--- config.mk ---
export PLATFORM = sky130hd
export DESIGN_NAME = amesu_back
export DESIGN_NICKNAME = d
export VERILOG_FILES = /design/src/assert_macros.svh /design/src/amesu_pkg.sv /design/src/amesu_back.sv
export SDC_FILE = /design/constraint.sdc
export NUM_CORES = 1
export LEC_CHECK = 0
export BUFFER_PORTS_ARGS = -buffer_cell sky130_fd_sc_hd__buf_2
export CAP_MARGIN = 20
export CORE_AREA = 2 2 85 87
export DETAILED_ROUTE_END_ITERATION = 12
export DIE_AREA = 0 0 87 89
export PLACE_DENSITY = 0.74
export SYNTH_ARGS = -nofsm -noshare
export SYNTH_HDL_FRONTEND = slang
export SYNTH_SLANG_ARGS = --single-unit
--- constraint.sdc ---
create_clock -name clock -period 3.7 [get_ports clock]
set_input_delay 0.74 -clock clock [delete_from_list [all_inputs] [get_ports clock]]
set_output_delay 0.74 -clock clock [all_outputs]
set_load 0.03 [all_outputs]
--- src/assert_macros.svh ---
// Assertion macros for the additive marker effect score unit.
// Expects signals named clock and reset in the scope of use.
`ifndef ASSERT_MACROS_SVH
`define ASSERT_MACROS_SVH

// same-cycle implication
`define AMESU_ASSERT_IMPLY(label, ante, cons, msg) \
   label: assert property (@(posedge clock) disable iff (reset) (ante) |-> (cons)) \
      else $error(msg);

// next-cycle implication
`define AMESU_ASSERT_NEXT(label, ante, cons, msg) \
   label: assert property (@(posedge clock) disable iff (reset) (ante) |=> (cons)) \
      else $error(msg);

`endif

--- src/amesu_pkg.sv ---
// Package for the additive marker effect score unit: widths, codes, beat types.
// No dependencies.
package amesu_pkg;

   localparam int MARKER_COUNT_DEFAULT = 4096;
   localparam int ALLELE_ROWS_DEFAULT  = 4;
   localparam int EFFECT_BITS_DEFAULT  = 16;

   localparam int MARKER_FIELD_BITS = 12;
   localparam int EFFECT_FIELD_BITS = 16;
   localparam int CODE_BITS         = 8;
   localparam int CODE_REGS         = 4;
   localparam int ROW_FIELD_BITS    = 2;
   localparam int USE_BITS          = 3;
   localparam int SCORE_BITS        = 32;
   localparam int ADD_BITS          = EFFECT_FIELD_BITS + 4;

   localparam int CSR_INDEX_BITS = 3;
   localparam int CSR_DATA_BITS  = 8;

   localparam int MID_DEPTH = 4;
   localparam int RSP_DEPTH = 4;

   localparam logic MODE_LOAD  = 1'b0;
   localparam logic MODE_SCORE = 1'b1;

   typedef enum logic [CSR_INDEX_BITS-1:0] {
      CSR_ALLELE_CODE_0  = 3'd0,
      CSR_ALLELE_CODE_1  = 3'd1,
      CSR_ALLELE_CODE_2  = 3'd2,
      CSR_ALLELE_CODE_3  = 3'd3,
      CSR_ALLELES_IN_USE = 3'd4
   } csr_index_type;

   localparam logic [CODE_BITS-1:0] ALLELE_CODE_RESET [CODE_REGS] =
      '{8'd65, 8'd84, 8'd67, 8'd71};

   typedef struct packed {
      logic signed [ADD_BITS-1:0] add;
      logic                       last;
      logic                       no_effects;
   } mid_entry_type;

   typedef struct packed {
      logic signed [SCORE_BITS-1:0] score;
      logic                         saturated;
      logic                         no_effects;
   } rsp_entry_type;

endpackage

--- src/amesu_back.sv ---
// Back end: saturating accumulator, result beat on the last marker.
// Depends on amesu_pkg.
module amesu_back (
   input  logic                      clock,
   input  logic                      reset,
   input  logic                      mid_empty,
   input  amesu_pkg::mid_entry_type  mid_entry,
   output logic                      mid_pop,
   input  logic                      rsp_afull,
   output logic                      rsp_push,
   output amesu_pkg::rsp_entry_type  rsp_entry
);

   localparam int SB = amesu_pkg::SCORE_BITS;

   logic signed [SB-1:0] sum_ff, sum_in;
   logic                 clip_ff, clip_in;
   logic signed [SB:0]   sum_wide;
   logic signed [SB-1:0] sum_sat;
   logic                 ovf;

   assign mid_pop  = !mid_empty && (!mid_entry.last || !rsp_afull);
   assign sum_wide = (SB+1)'(sum_ff) + (SB+1)'(mid_entry.add);
   assign ovf      = (sum_wide[SB] != sum_wide[SB-1]);

   always_comb begin
      if (!ovf) begin
         sum_sat = sum_wide[SB-1:0];
      end else if (sum_wide[SB]) begin
         sum_sat = {1'b1, {(SB-1){1'b0}}};
      end else begin
         sum_sat = {1'b0, {(SB-1){1'b1}}};
      end
   end

   always_comb begin
      sum_in  = sum_ff;
      clip_in = clip_ff;
      if (mid_pop) begin
         if (mid_entry.last) begin
            sum_in  = '0;
            clip_in = 1'b0;
         end else begin
            sum_in  = sum_sat;
            clip_in = clip_ff || ovf;
         end
      end
   end

   always_ff @(posedge clock) begin
      if (reset) begin
         sum_ff  <= '0;
         clip_ff <= 1'b0;
      end else begin
         sum_ff  <= sum_in;
         clip_ff <= clip_in;
      end
   end

   assign rsp_push             = mid_pop && mid_entry.last;
   assign rsp_entry.score      = mid_entry.no_effects ? '0 : sum_sat;
   assign rsp_entry.saturated  = !mid_entry.no_effects && (clip_ff || ovf);
   assign rsp_entry.no_effects = mid_entry.no_effects;

endmodule

==> results summary <==
The run finished, with violations left. The checks that failed: negative setup slack. On the final layout, the worst clock skew is 0.006501 ns. The number of clock sinks came out at 33. The summed instance area of the synthesized netlist is 3301 um2. After technology mapping, the gate count stands at 451.

The register-to-register setup slack came out at 0.51 ns. The setup path with the least slack is of type in2out. The maximum buffer depth of the clock tree is 2. The routability congestion estimate from global placement came out at 0.9398. The area used by sequential logic in the layout came out at 660.6 um2.

The number of search-and-repair iterations in the first detailed-routing pass is 5. The total area of multi-input combinational cells is 3043 um2. The final number of max-transition violations was 0.

The final worst-path setup slack is -0.5057 ns. The share of async-settable or async-resettable flops after synthesis is 0. The die area came out at 7743 um2. Compared with the post-synthesis result, the final layout area differs by 71.27%. The initial core utilization came out at 0.4912.

The cell-internal power is 1.285 mW. The worst reg-to-reg path cell count is 15. The sequential share of power came out at 0.185.

The number of buffers inserted by port buffering is 61. The number of violations of the max-capacitance limit is 0. In the final design database the tool counted 688 nets.

Based on the critical path, the design can be clocked at up to 0.2378 GHz. The number of global-route vias before repair came out at 4,031. The aggregate routed wire length came out at 13,240 um. The number of distinct library cells after synthesis came out at 54.

The finished layout holds 710 standard cells, fillers aside. The number of primary I/O pins is 62. The largest driver fanout on the critical path came out at 6. The cell sitting at the root of the clock tree is a clkbuf_8.

Including well taps, the total number of placed cells is 681. The worst voltage drop across the vdd grid came out at 225.0 uV. The setup violation total in the final timing report came out at 33. The cell leakage power came out at 2.676 nW. In the global route stage, overall resource usage came out at 0.3014. At the worst endpoint, the required time is 2.96 ns. Yosys mapped a number of flops with a built-in enable equal to 0. Setup repair after global routing could not meet its margin everywhere. Power spread over the standard cell area amounts to 402.7 nW/um2. The number of CTS-inserted buffers came out at 5. The most used flip-flop cell after synthesis is dfxtp_1. The worst-case headroom to the max-slew limit is 0.5677. The core region area is 6719 um2. The startpoint of the tightest hold check path is sum_ff[12]. The count of yosys warnings during synthesis came out at 0. The clock insertion delay at the later pin of the skew report came out at 0.29 ns. The post-route clock period utilization came out at 1.137. The die outline width is 87 um. The transition time at the pin with the least slew margin came out at 0.6477 ns. Counting I/O delays and the setup requirement, the final critical path takes 4.206 ns. The worst register-to-register path begins at sum_ff[0].

In the layout the commonest cells are buf_4 (115), nand2_1 (50), buf_6 (41). The first-pass GRT wire length came out at 18,660 um. The HPWL after detailed placement is 8479 um. The number of antenna violations at the first check in global routing came out at 0. The switching part of the total power came out at 0.4357.

Synthesis inferred 33 register bits. CTS built an H-tree with a depth of 2. The average cell area after synthesis came out at 7.319 um2. The antenna diode count is 0. The largest net degree at the start of global routing came out at 23.

The pre-CTS worst setup slack is -0.5344 ns. Counting stages on the worst path, the most repeated cell is buf_6. The net count after synthesis is 510. Summing over every cut layer, the via total after detailed routing is 4,341. The net switching power came out at 0.9919 mW. The share of cells above drive strength 1 is 0.4571. The vertical extent of the die is 89 um. STA classifies the critical path startpoint as an input pin. The register area share after synthesis is 0.2002. The maximum single-stage delay on the critical path is 0.30 ns. The hold buffer count at cts is 0. The path with the worst hold slack has its endpoint at sum_ff[12]. Leaving out fill and tap cells, the most frequent cell in the layout is buf_4. STA classifies the critical path endpoint as an output port. The data arrival time at the worst-slack endpoint came out at 3.47 ns. TritonCTS built the clock tree. The path class of the tightest hold or removal check is reg2reg. In this run, the number of DRC markers left after iteration 0 of detailed routing was 357. The worst hold path was traced through 2 stages. The clock power share came out at 0.125. Global routing finished with a remaining overflow of 0. The DRC violation count after routing is 0. After detailed routing, the number of vias per cell comes to 6.114. The number of filler cells placed in the layout is 344. The worst register-to-register path ends at sum_ff[10]. The number of placement rows came out at 30. The library cell contributing the largest single delay on the critical path is ha_1. The count of antenna-violating nets left after detailed routing is 0. The signal on the critical path passes through buf_2 -> ha_1 -> buf_4 -> o211ai_1 -> o21ai_2 -> o211a_1 -> o21a_1 -> o21a_4 -> o211ai_4 -> a2bb2oi_4 -> buf_6 -> buf_12 -> nor2b_4 -> nor2_4 -> buf_6.

The detail-routed net length per standard cell is 18.65 um. The clock transition at the registers of the reported paths came out at 0.08 ns. The combinational fraction of design power came out at 0.690. The final count of hold timing violations is 0.
-- repair_timing --
item                       in CTS  in global routing
pin swaps                       6                 12
buffers inserted               10                  9
setup endpoints to repair      33                 33
cloned                          0                  3
resized for setup              81                 41
-- how the worst max path moves through the flow --
stage                 startpoint            end  slack (ns)  depth (start not counted)
CTS                 mid_entry[2]   rsp_entry[2]       -0.42                         15
floorplan           mid_entry[2]   rsp_entry[2]       -0.16                         11
detailed placement  mid_entry[2]   rsp_entry[3]       -0.53                         14
global route        mid_entry[6]   rsp_entry[3]       -0.55                         15
global placement    mid_entry[6]  rsp_entry[31]       -0.43                         13
finish              mid_entry[5]   rsp_entry[3]       -0.51                         15
-- per-layer routing --
layer  vias to the layer above  share of wire  track usage
met5                         -              0            0
met4                         0          0.039       0.1151
met3                        55          0.072      0.04524
met2                       252           0.49       0.5232
met1                      2040           0.40       0.3771
li1                       1994              -            -
-- sequential cells by signal, summed over array words and instances, names as in the netlist --
name / cells
clip_ff: 1
sum_ff: 32
-- cells in the mapped netlist, types with 5 or more instances --
library cell,instances,area [um2]
nand3_1,11,55.05
a211oi_1,5,37.54
xor2_1,10,87.58
o21a_1,10,75.07
nor2_1,55,206.5
o21ai_1,14,70.07
o211ai_1,7,52.55
a21oi_1,42,210.2
nor3_1,5,25.02
clkbuf_1,10,37.54
dfxtp_1,33,660.6
nand2_1,53,198.9
inv_1,7,26.28
xnor2_1,20,175.2
and2_1,15,93.84
nor2b_1,5,31.28
buf_2,11,55.05
ha_1,32,400.4
a22o_1,8,70.07
o21ai_0,19,95.09
and4_1,5,43.79
a21o_1,21,157.7
-- cell type report --
class,count,share of cell area
multi-input combinational,386,0.5383
timing repair buffer,196,0.3079
sequential,33,0.1169
tap,80,0.01771
clock buffer,6,0.01284
inverter,7,0.004648
clock inverter,2,0.001771
-- critical path, delay by kind of cell --
family          cells  cell delay (ns)
compound gates      7             1.56
fa+ha+maj           1             0.30
buf+inv             5             0.64
simple gates        2             0.22
-- logic make-up after synthesis --
family / count (synthesis) / share of synthesized area
buf+inv: 32 / 0.04397
simple gates: 166 / 0.2316
fa+ha+maj: 33 / 0.1274
compound gates: 157 / 0.3173
xor+xnor: 30 / 0.07961
flops: 33 / 0.2002
-- power by group through the flow --
| stage | logic [mW] | registers (mW) | clock network [mW] |
|---|---|---|---|
| after floorplan | 0.864 | 0.416 | 0 |
| after global placement | 1.26 | 0.421 | 0 |
| after detailed placement | 1.28 | 0.423 | 0 |
| after CTS | 1.42 | 0.416 | 0.288 |
| after global routing | 1.66 | 0.423 | 0.304 |
| final | 1.57 | 0.421 | 0.285 |
-- stage by stage --
stage,TNS (ns),hold WS [ns],utilization,total power [mW],instance area [um2]
final,-13.82,0.4654,0.8413,2.277,5653
after global routing,-15.80,0.4810,0.8413,2.384,5653
after CTS,-11.73,0.4612,0.7950,2.123,5341
after detailed placement,-15.01,0.4502,0.7264,1.706,4881
after global placement,-12.14,0.4401,0.7264,1.678,4881
after floorplan,-3.654,0.4291,-,1.281,3697
(Power assumes the default switching activity.)
