--- config.mk ---
export PLATFORM = sky130hd
export DESIGN_NAME = amesu_fifo
export DESIGN_NICKNAME = d
export VERILOG_FILES = /design/src/assert_macros.svh /design/src/amesu_fifo.sv
export SDC_FILE = /design/constraint.sdc
export NUM_CORES = 1
export LEC_CHECK = 0
export ABC_AREA = 1
export ABC_CLOCK_PERIOD_IN_PS = 2300
export BUFFER_PORTS_ARGS = -buffer_cell sky130_fd_sc_hd__buf_2
export CAP_MARGIN = 20
export CORE_MARGIN = 2
export CORE_UTILIZATION = 45
export DETAILED_ROUTE_END_ITERATION = 10
export SLEW_MARGIN = 20
export SYNTH_ARGS = -nofsm -noshare
export SYNTH_HDL_FRONTEND = slang
export SYNTH_SLANG_ARGS = --single-unit
--- constraint.sdc ---
create_clock -name clock -period 2.3 [get_ports clock]
set_clock_uncertainty 0.1 [all_clocks]
set_input_delay 0.575 -clock clock [delete_from_list [all_inputs] [get_ports clock]]
set_output_delay 0.575 -clock clock [all_outputs]
set_load 0.01 [all_outputs]
--- src/assert_macros.svh ---
// Assertion macros for the additive marker effect score unit.
// Expects signals named clock and reset in the scope of use.
`ifndef ASSERT_MACROS_SVH
`define ASSERT_MACROS_SVH

// same-cycle implication
`define AMESU_ASSERT_IMPLY(label, ante, cons, msg) \
   label: assert property (@(posedge clock) disable iff (reset) (ante) |-> (cons)) \
      else $error(msg);

// next-cycle implication
`define AMESU_ASSERT_NEXT(label, ante, cons, msg) \
   label: assert property (@(posedge clock) disable iff (reset) (ante) |=> (cons)) \
      else $error(msg);

`endif

--- src/amesu_fifo.sv ---
// Small synchronous FIFO with full and almost-full flags; DEPTH a power of two.
// No dependencies.
module amesu_fifo #(
   parameter int WIDTH = 8,
   parameter int DEPTH = 4
) (
   input  logic             clock,
   input  logic             reset,
   input  logic             push,
   input  logic [WIDTH-1:0] din,
   output logic             full,
   output logic             afull,
   input  logic             pop,
   output logic [WIDTH-1:0] dout,
   output logic             empty
);

   localparam int PW = (DEPTH > 1) ? $clog2(DEPTH) : 1;

   logic [WIDTH-1:0] data_ff [DEPTH];
   logic [PW-1:0]    wptr_ff, wptr_in;
   logic [PW-1:0]    rptr_ff, rptr_in;
   logic [PW:0]      level_ff, level_in;
   logic             do_push, do_pop;

   assign do_push = push && !full;
   assign do_pop  = pop && !empty;

   always_comb begin
      wptr_in  = do_push ? wptr_ff + PW'(1) : wptr_ff;
      rptr_in  = do_pop ? rptr_ff + PW'(1) : rptr_ff;
      level_in = level_ff + (PW+1)'(do_push) - (PW+1)'(do_pop);
   end

   always_ff @(posedge clock) begin
      if (reset) begin
         wptr_ff  <= '0;
         rptr_ff  <= '0;
         level_ff <= '0;
      end else begin
         wptr_ff  <= wptr_in;
         rptr_ff  <= rptr_in;
         level_ff <= level_in;
      end
   end

   always_ff @(posedge clock) begin
      if (do_push) begin
         data_ff[wptr_ff] <= din;
      end
   end

   assign dout  = data_ff[rptr_ff];
   assign empty = (level_ff == '0);
   assign full  = (level_ff == (PW+1)'(DEPTH));
   assign afull = (level_ff >= (PW+1)'(DEPTH - 1));

endmodule

==> impl_results.md, run 1 <==
- Status: finished clean
- Global route total overflow: 0
- Power per cell area: ~1100 nW/um^2
- R2R Path End: level_ff[2]$_SDFF_PP0_
- Layout cells sized above 1: a little under a quarter
- First-pass GRT wire length: approximately 4600 um
- Die footprint: 4240 um^2
- Synth area leaders: edfxtp_1 57%, dfxtp_1 11%, nor2_1 6.3%
- Mux cell area share after synthesis: 0%
- Final setup fails: 0
- P_leak: 0.812 nW
- Synth top area share: 57.2%
- Routed WL: 2860 um
- Post-Synth Simple-Gate Area: between 10% and 20%
- Starting Density: 46.2%
- PnR worst setup slack: 0.170 ns
- Vias/cell: about 5
- Data required, critical path: ~2.4 ns
- Crit. End Element: flip-flop
- Adder-cell share of the synthesized area: 6.40%
- Hold/Removal Path Class: primary input to flip-flop
- Hold-critical path depth: 2
- Pwr Total: roughly 2.1 mW
- IO Pins: 23
- Least-Margin Pin Slew: 0.313 ns
- Post-DP HPWL: 1970 um
- Non-filler instance count after layout: 223
- H-Tree Depth: 2
- Worst Path Class, Setup: flip-flop to flip-flop
- Cts bufs inserted: 5
- GRT Util Overall: 15.0%
- Crit path arrival time: 2.21 ns
- Period utilization: 92.6%
- Unrepaired setup endpoints after global routing: no
- Total number of vias: 1113
- Reg2reg start: level_ff[1]$_SDFF_PP0_
- DRC viols: 0
- CP startpoint kind: flip-flop
- Most numerous cell in the Yosys netlist: edfxtp_1
- Cell area after synthesis: 1680 um^2
- Top post-synthesis cells by count: 32 x edfxtp_1, 28 x nor2_1, 17 x inv_1
- CTS tree: built
- Largest net degree at the start of global routing: 17
- Setup slack, reg-to-reg: 0.17 ns
- Flops & latches, synth: just over 40
- Maximum vdd ir drop: 0.506 mV
- Vias in the first global route: approximately 1100
- Cell Rows: 22
- Clock Pin Slew Worst Setup and Hold Paths: about 0.070 ns
- Predominant post-synthesis flop cell: edfxtp_1
- Synth Area in Compound Gates: 9.68%
- Fin area: 1980 um^2
- Syn avg cell area: 11.8 um^2
- Pre-CTS setup slack: roughly 0.12 ns
- Routed Antenna Nets: 0
- Area growth, synth to finish: 18.0%
- Worst-Skew Late Latency: 0.28 ns
- DP Area: 1870 um^2
- Synth Area in XOR/XNOR: 0.521%
- Chip Width: 65.1 um
- Ys Warns: 0
- Core area: 3630 um^2
- Count of pins over their slew limit: 0
- WL/cell: 12.8 um
- Main combinational cell family by area after synthesis: simple AND/OR/NAND/NOR gates
- Relative slew slack: 79.1%
- First-iteration detailed-routing DRC count: 18
- Yosys cell types: 17
- CTS Buffer Depth: 2
- Hold Path End: level_ff[1]$_SDFF_PP0_
- Syn Inst Count: 142
- Die Span Y: approximately 65 um
- Antenna violations before repair: 0
- Post-synth EDFFs: 32
- Area leader, netlist: edfxtp_1
- Final worst path period need: 2.13 ns
- CP Max Fanout: 6
- Final hold violation count: 0
- Final GP Congestion: 0.711
- Seq/Total Area, Yosys: 67.9%
- I/O Buffers: 22
- Clock tree sinks: 41
- Fin nets: 194
- Fmax: 469 MHz
- Reg2Reg Depth: 10
- Setup_tns: 0 ns
- Root buf cell: clkbuf_8
- N_diodes: 0
- Drt pass-1 iters: 4
- Ys async rst share: 0%
- Cells after DPL: roughly 220
- Syn_nets: 162
- Min-delay src: reset
- Max-Cap Viols: 0
- Hold_buf cts: 0
## routing by layer
| layer | up-vias | routed length [um] | global-route usage, % |
|---|---|---|---|
| li1 | 551 | - | - |
| met1 | 536 | 1220 | 16.6 |
| met4 | 0 | 46 | 5.99 |
| met2 | 20 | 1460 | 26.4 |
| met3 | 6 | 131 | 4.97 |
| met5 | - | 0 | 0 |
## cell families (layout without fill, tap and decap cells)
family / Yosys count / after routing
compound gates: 29 / 29
xor+xnor: 1 / 1
fa+ha+maj: 8 / 8
buf+inv: 20 / 53
flops: 41 / 41
simple gates: 43 / 43
## worst max path at each step
| stage | startpoint | end | slack (ns) |
|---|---|---|---|
| after floorplan | level_ff[1]$_SDFF_PP0_ | level_ff[2]$_SDFF_PP0_ | 0.32 |
| after global placement | push | level_ff[2]$_SDFF_PP0_ | 0.19 |
| after global routing | flip-flop | dout[1] | 0.03 |
| after CTS | flip-flop | dout[4] | 0.14 |
| final | level_ff[1]$_SDFF_PP0_ | level_ff[2]$_SDFF_PP0_ | 0.17 |
| after detailed placement | push | level_ff[2]$_SDFF_PP0_ | 0.12 |
## registers in the layout, summed over array words and instances (netlist names), named ones only
name      count
rptr_ff       2
data_ff      32
level_ff      3
wptr_ff       2
## metrics by stage
stage | hold WS [ns] | utilization (%)
final | 0.383 | 54.6
after CTS | 0.381 | 54.5
after detailed placement | 0.380 | 51.3
after floorplan | 0.348 | -
after global routing | 0.382 | 54.6
after global placement | 0.365 | 51.3
## where the power goes
group / switching (mW) / total (mW) / internal, mW
sequential: 0.0605 / 0.963 / 0.903
combinational: 0.339 / 0.552 / 0.213
clock: 0.223 / 0.577 / 0.353
## cells in the final DEF (no fill, tap or decap), types with 2 or more instances in the layout
| cell type | synthesis | layout |
|---|---|---|
| a21oi_1 | 4 | 4 |
| inv_1 | 17 | 17 |
| buf_4 | 0 | 5 |
| o21ai_2 | 2 | 2 |
| clkbuf_8 | 0 | 6 |
| nor2_1 | 28 | 28 |
| o21ai_0 | 13 | 13 |
| nor2_2 | 2 | 2 |
| o22ai_1 | 8 | 8 |
| buf_2 | 0 | 22 |
| dfxtp_1 | 9 | 8 |
| nand2_1 | 10 | 10 |
| edfxtp_1 | 32 | 32 |
| ha_1 | 7 | 7 |
| o21ai_1 | 2 | 2 |
| nand3_1 | 3 | 3 |
## final cells by class
cell class | instances | area (um^2)
Sequential cell | 41 | 1140
Clock inverter | 1 | 30.0
Timing Repair Buffer | 27 | 148
Clock buffer | 7 | 86.3
Multi-Input combinational cell | 81 | 449
Tap cell | 48 | 60.1
Inverter | 18 | 67.6
Fill cell | 327 | 1650
## timing repair
item | CTS | global route
buffers inserted | 0 | 0
gates resized for setup | 0 | 1
setup endpoints to repair | 0 | 1
## critical path, cell delays in order (launching register included)
cell and delay [ns]:
dfxtp_1 0.41, nor2_1 0.08, nand2_1 0.16, nand2_1 0.15, ha_1 0.32, inv_1 0.06
ha_1 0.13, inv_1 0.04, fa_1 0.36, xor2_1 0.17, nor2_1 0.05
Note: power is estimated with default switching activity, not from simulation.
==> run 2, diff against run 1 <==
ABC_CLOCK_PERIOD_IN_PS = 2600   (was 2300)
CORE_MARGIN = 3   (was 2)
SETUP_SLACK_MARGIN = 0.5   (was not set)
clock period = 2.6 ns   (was 2.3 ns; I/O delays follow)
==> run 2 against run 1 <==
Effect of this change: clock-buffer cell count shrank 1; final area grew 2.1%; worst hold slack gained 0.019 ns; routed wire length grew 5.4%; critical path depth shrank 6; first-iteration DRC count grew 78%; global-route usage is essentially flat; clock power shrank 17%; combinational power shrank 2%; critical path type is now flip-flop to output port; critical endpoint is now dout[4]; largest power group unchanged.
==> impl_results.md, run 2 (synthesis results as in run 1) <==
- Status: finished clean (unchanged)
- P_leak: 0.826 nW (was 0.812 nW)
- Pwr Total: 1.88 mW (was 2.09 mW)
- Die Span Y: 67.1 um (was 65.1 um)
- Relative slew slack: 88.2% (was 79.1%)
- Setup_tns: 0 ns (unchanged)
- Core area: 3470 um^2 (was 3630 um^2)
- Hold/Removal Path Class: flip-flop to flip-flop (was primary input to flip-flop)
- Global route total overflow: 0 (unchanged)
- Unrepaired setup endpoints after global routing: no (unchanged)
- Power per cell area: 927 nW/um^2 (was 1050 nW/um^2)
- Total number of vias: 1107 (was 1113)
- Largest Register: data_ff (unchanged)
- Area of the multi-input gates: 474 um^2 (was 449 um^2)
- Crit. End Element: output port (was flip-flop)
- Fin nets: 196 (was 194)
- First-iteration detailed-routing DRC count: 32 (was 18)
- Biggest regs: data_ff: 32 flops, level_ff: 3 flops (unchanged)
- Clock Pin Slew Worst Setup and Hold Paths: 0.07 ns (about the same)
- Maximum vdd ir drop: 0.492 mV (was 0.506 mV)
- Starting Density: 48.4% (was 46.2%)
- DRC viols: 0 (unchanged)
- Cell Rows: 21 (was 22)
- Storage cell area: 1150 um^2 (was 1140 um^2)
- Root buf cell: clkbuf_8 (unchanged)
- Antenna violations before repair: 0 (unchanged)
- Largest net degree at the start of global routing: 17 (unchanged)
- Area growth, synth to finish: 20.6% (was 18.0%)
- Clock tree sinks: 41 (unchanged)
- Drt pass-1 iters: 4 (unchanged)
- Fmax: 498 MHz
- H-Tree Depth: 2 (unchanged)
- I/O Buffers: 22 (unchanged)
- Largest register FFs: 32 (unchanged)
- Cells after DPL: 214 (was 215)
- Hold_buf cts: 0 (unchanged)
- Final worst path period need: 2.01 ns
- Final GP Congestion: 0.826 (was 0.711)
- Least-Margin Pin Slew: 0.176 ns (was 0.313 ns)
- Routed WL: 3020 um (was 2860 um)
- Cts bufs inserted: 5 (unchanged)
- Final setup fails: 0 (unchanged)
- Non-filler instance count after layout: 223 (unchanged)
- Vias in the first global route: 1097 (was 1063)
- Layout cells sized above 1: 27.7% (was 22.9%)
- Filler Cells Inserted: 314 (was 327)
- Most frequent cells in the layout: 32 x edfxtp_1, 27 x nor2_1, 22 x buf_2 (was 32 x edfxtp_1, 28 x nor2_1, 22 x buf_2)
- CTS tree: built (unchanged)
- Final hold violation count: 0 (unchanged)
- Post-DP HPWL: 2100 um (was 1970 um)
- First-pass GRT wire length: 4840 um (was 4590 um)
- CP startpoint kind: flip-flop (unchanged)
- Worst Path Class, Setup: flip-flop to output port (was flip-flop to flip-flop)
- Chip Width: 67.1 um (was 65.1 um)
- Vias/cell: 4.96 (was 4.99)
- Routed Antenna Nets: 0 (unchanged)
- GRT Util Overall: 15.0% (about the same)
- Data required, critical path: 1.85 ns (was 2.38 ns)
- CP Max Fanout: 9 (was 6)
- IO Pins: 23 (unchanged)
- WL/cell: 13.5 um (was 12.8 um)
- CTS Buffer Depth: 2 (unchanged)
- Die footprint: 4500 um^2 (was 4240 um^2)
- Count of pins over their slew limit: 0 (unchanged)
- Worst-Skew Late Latency: 0.28 ns (about the same)
- Crit path arrival time: 1.26 ns (was 2.21 ns)
- Max-Cap Viols: 0 (unchanged)
- Most common cell after layout, fill and taps aside: edfxtp_1 (unchanged)
- N_diodes: 0 (unchanged)
- Period utilization: 77.3%
## run 2: cell count changes in the layout (fill, tap and decap cells not counted), moves of 2 or more
cell	delta
nand2_4	+2
dfxtp_4	+2
nand2_1	-3
dfxtp_1	-3
## run 2: path summary, 6_finish.rpt
kind / startpoint / slack (ns) / cells past startpoint / end
max: flip-flop / 0.59 / 4 / dout[4]
min: rptr_ff[0]$_SDFFE_PP0P_ / 0.40 / 2 / flip-flop
max reg2reg: level_ff[1]$_SDFF_PP0_ / 0.65 / 10 / level_ff[1]$_SDFF_PP0_
min reg2reg: rptr_ff[0]$_SDFFE_PP0P_ / 0.40 / 2 / flip-flop
## run 2: metal layers
metal  part of all wire, %  track usage (%)  wire length, um
met1                    42             16.9             1260
met2                    51             25.5             1550
met3                   4.9             5.06              147
met4                   2.0             6.58               59
met5                     0                0                0
## run 2: cell type report
cell class	count	share of cell area, %
multi-input cells	81	23.4
inverters	18	3.46
well taps	46	2.84
clock buffers	6	3.58
flip-flops and latches	41	56.8
clock inverters	2	1.67
repair buffers	29	8.21
## run 2: critical path, stage by stage, from the launching register on
cell and delay [ns]:
dfxtp_2 0.38, inv_2 0.16, o21ai_0 0.11, o22ai_1 0.16, buf_2 0.17
## run 2: per-stage QoR
stage	util, %	cell area, um^2	setup slack [ns]	hold WS [ns]
after floorplan	-	1680	0.585	0.348
after global placement	53.9	1870	0.410	0.366
after detailed placement	53.9	1870	0.339	0.373
after CTS	57.7	2000	0.532	0.402
after global routing	58.4	2030	0.508	0.452
final	58.4	2030	0.590	0.402
## run 2: timing repair
item | in CTS | in global routing
setup buffers | 1 | 0
resized for setup | 9 | 7
endpoints found under the setup margin | 10 | 3
pin swaps | 1 | 3
## run 2: power by group
group / switching [mW] / total, mW / internal [mW] / leakage [nW]
combinational: 0.327 / 0.541 / 0.215 / 0.404
clock: 0.194 / 0.477 / 0.283 / 0.0528
sequential: 0.0556 / 0.860 / 0.805 / 0.369
==> run 3, diff against run 2 <==
ABC_CLOCK_PERIOD_IN_PS = 2100   (was 2600)
clock period = 2.1 ns   (was 2.6 ns; I/O delays follow)
==> run 3 against run 2 <==
Effect of this change: clock power shrank 1%; non-clock buffer count rose by 14; flip-flop and latch count unchanged.
==> impl_results.md, run 3 (synthesis results as in run 1) <==
- Status: finished clean (unchanged)
- Vias in the first global route: 1091 (was 1097)
- Max-Cap Viols: 0 (unchanged)
- Cell Rows: 21 (unchanged)
- Data required, critical path: 1.47 ns (was 1.85 ns)
- Worst hold margin: 0.344 ns (was 0.402 ns)
- Worst Path Class, Setup: flip-flop to output port (unchanged)
- Worst-Skew Late Latency: 0.28 ns (about the same)
- Most common cell after layout, fill and taps aside: edfxtp_1 (unchanged)
- Period utilization: 91.2%
- Crit. End Element: output port (unchanged)
- Largest Register: data_ff (unchanged)
- Drt pass-1 iters: 4 (unchanged)
- Crit path arrival time: 1.29 ns (was 1.26 ns)
- Largest net degree at the start of global routing: 17 (unchanged)
- Fin nets: 210 (was 196)
- Final hold violation count: 0 (unchanged)
- Hold_buf cts: 0 (unchanged)
- Most frequent cells in the layout: 32 x edfxtp_1, 23 x nor2_1, 20 x buf_2 (was 32 x edfxtp_1, 27 x nor2_1, 22 x buf_2)
- I/O Buffers: 22 (unchanged)
- Hold/Removal Path Class: primary input to flip-flop (was flip-flop to flip-flop)
- CTS tree: built (unchanged)
- Global route total overflow: 0 (unchanged)
- WL/cell: 13.9 um (was 13.5 um)
- Total number of vias: 1148 (was 1107)
- Root buf cell: clkbuf_8 (unchanged)
- Die footprint: 4500 um^2 (unchanged)
- Routed WL: 3290 um (was 3020 um)
- DRC viols: 0 (unchanged)
- Storage cell area: 1160 um^2 (was 1150 um^2)
- Final setup fails: 0 (unchanged)
- CP startpoint kind: flip-flop (unchanged)
- Routed Antenna Nets: 0 (unchanged)
- First-pass GRT wire length: 4990 um (was 4840 um)
- H-Tree Depth: 2 (unchanged)
- Post-DP HPWL: 2120 um (was 2100 um)
- Starting Density: 48.4% (unchanged)
- Filler Cells Inserted: 268 (was 314)
- Clock Pin Slew Worst Setup and Hold Paths: 0.07 ns (about the same)
- Relative slew slack: 87.0% (was 88.2%)
- Count of pins over their slew limit: 0 (unchanged)
- Clock tree sinks: 41 (unchanged)
- Power per cell area: 1150 nW/um^2 (was 927 nW/um^2)
- GRT Util Overall: 15.5% (was 15.0%)
- Die Span Y: 67.1 um (unchanged)
- Fmax: about 520 MHz
- Layout cells sized above 1: 44.5% (was 27.7%)
- Antenna violations before repair: 0 (unchanged)
- Least-Margin Pin Slew: 0.195 ns (was 0.176 ns)
- Setup_tns: 0 ns (unchanged)
- CTS Buffer Depth: 2 (unchanged)
- Area growth, synth to finish: 35.4% (was 20.6%)
- Largest register FFs: 32 (unchanged)
- IO Pins: 23 (unchanged)
- Biggest regs: data_ff: 32 flops, level_ff: 3 flops (unchanged)
- Unrepaired setup endpoints after global routing: yes (was no)
- Chip Width: 67.1 um (unchanged)
- Vias/cell: 4.84 (was 4.96)
- Final GP Congestion: 0.705 (was 0.826)
- First-iteration detailed-routing DRC count: 70 (was 32)
- CP Max Fanout: 3 (was 9)
- Final worst path period need: 1.92 ns
- Core area: 3470 um^2 (unchanged)
- P_leak: 0.909 nW (was 0.826 nW)
- Cts bufs inserted: 5 (unchanged)
- Maximum vdd ir drop: 0.624 mV (was 0.492 mV)
- N_diodes: 0 (unchanged)
- Area of the multi-input gates: 574 um^2 (was 474 um^2)
==> run 3: worst max-delay path, cell delays in order (launching register included) <==
cell     delay [ns]
dfxtp_4        0.36
nor2_4         0.16
nand2_4        0.08
inv_4          0.07
buf_6          0.09
buf_6          0.08
buf_6          0.08
buf_6          0.09
==> run 3: path summary, 6_finish.rpt <==
check / from / endpoint / slack [ns] / depth (start not counted)
setup reg to reg: level_ff[0]$_SDFF_PP0_ / level_ff[1]$_SDFF_PP0_ / 0.22 / 9
setup / recovery: level_ff[0]$_SDFF_PP0_ / empty / 0.18 / 7
hold / removal: reset / level_ff[1]$_SDFF_PP0_ / 0.34 / 2
hold reg to reg: rptr_ff[0]$_SDFFE_PP0P_ / rptr_ff[0]$_SDFFE_PP0P_ / 0.40 / 2
==> run 3: metrics by stage <==
stage / power, mW / utilization [%] / setup slack, ns / instance area, um^2 / std cells
2_1_floorplan: 1.50 / - / 0.240 / 1700 / 142
3_3_place_gp: 1.71 / 54.5 / 0.0839 / 1890 / 214
3_5_place_dp: 1.74 / 54.5 / 0.0330 / 1890 / 214
4_1_cts: 2.42 / 60.8 / 0.157 / 2110 / 229
5_1_grt: 2.77 / 65.6 / 0.132 / 2270 / 237
6_report: 2.61 / 65.6 / 0.185 / 2270 / 237
==> run 3: timing repair <==
action                                 4_1_cts  5_1_grt
setup endpoints to repair                   13       14
gates resized for setup                     35       30
endpoints found under the hold margin        0        0
pin swaps                                   19       15
setup buffers                                6        8
gates cloned                                 1        0
==> run 3: area by class of cell <==
type / count / area share [%]
clock inverter: 1 / 0.220
inverter: 18 / 3.63
clock buffer: 7 / 3.36
multi-input combinational: 81 / 25.2
tap: 46 / 2.53
sequential: 41 / 50.9
timing repair buffer: 43 / 14.1
==> run 3: per-layer routing <==
metal	up-vias	GRT usage (%)	share of wire, %
li1	584	-	-
met1	535	19.8	43
met2	23	24.2	51
met3	6	5.56	3.8
met4	0	5.82	1.4
met5	-	0	0
==> run 3: report_power, final <==
group | total (mW) | internal, mW | switching [mW]
combinational | 1.05 | 0.522 | 0.532
sequential | 1.09 | 1.00 | 0.0865
clock | 0.471 | 0.233 | 0.238
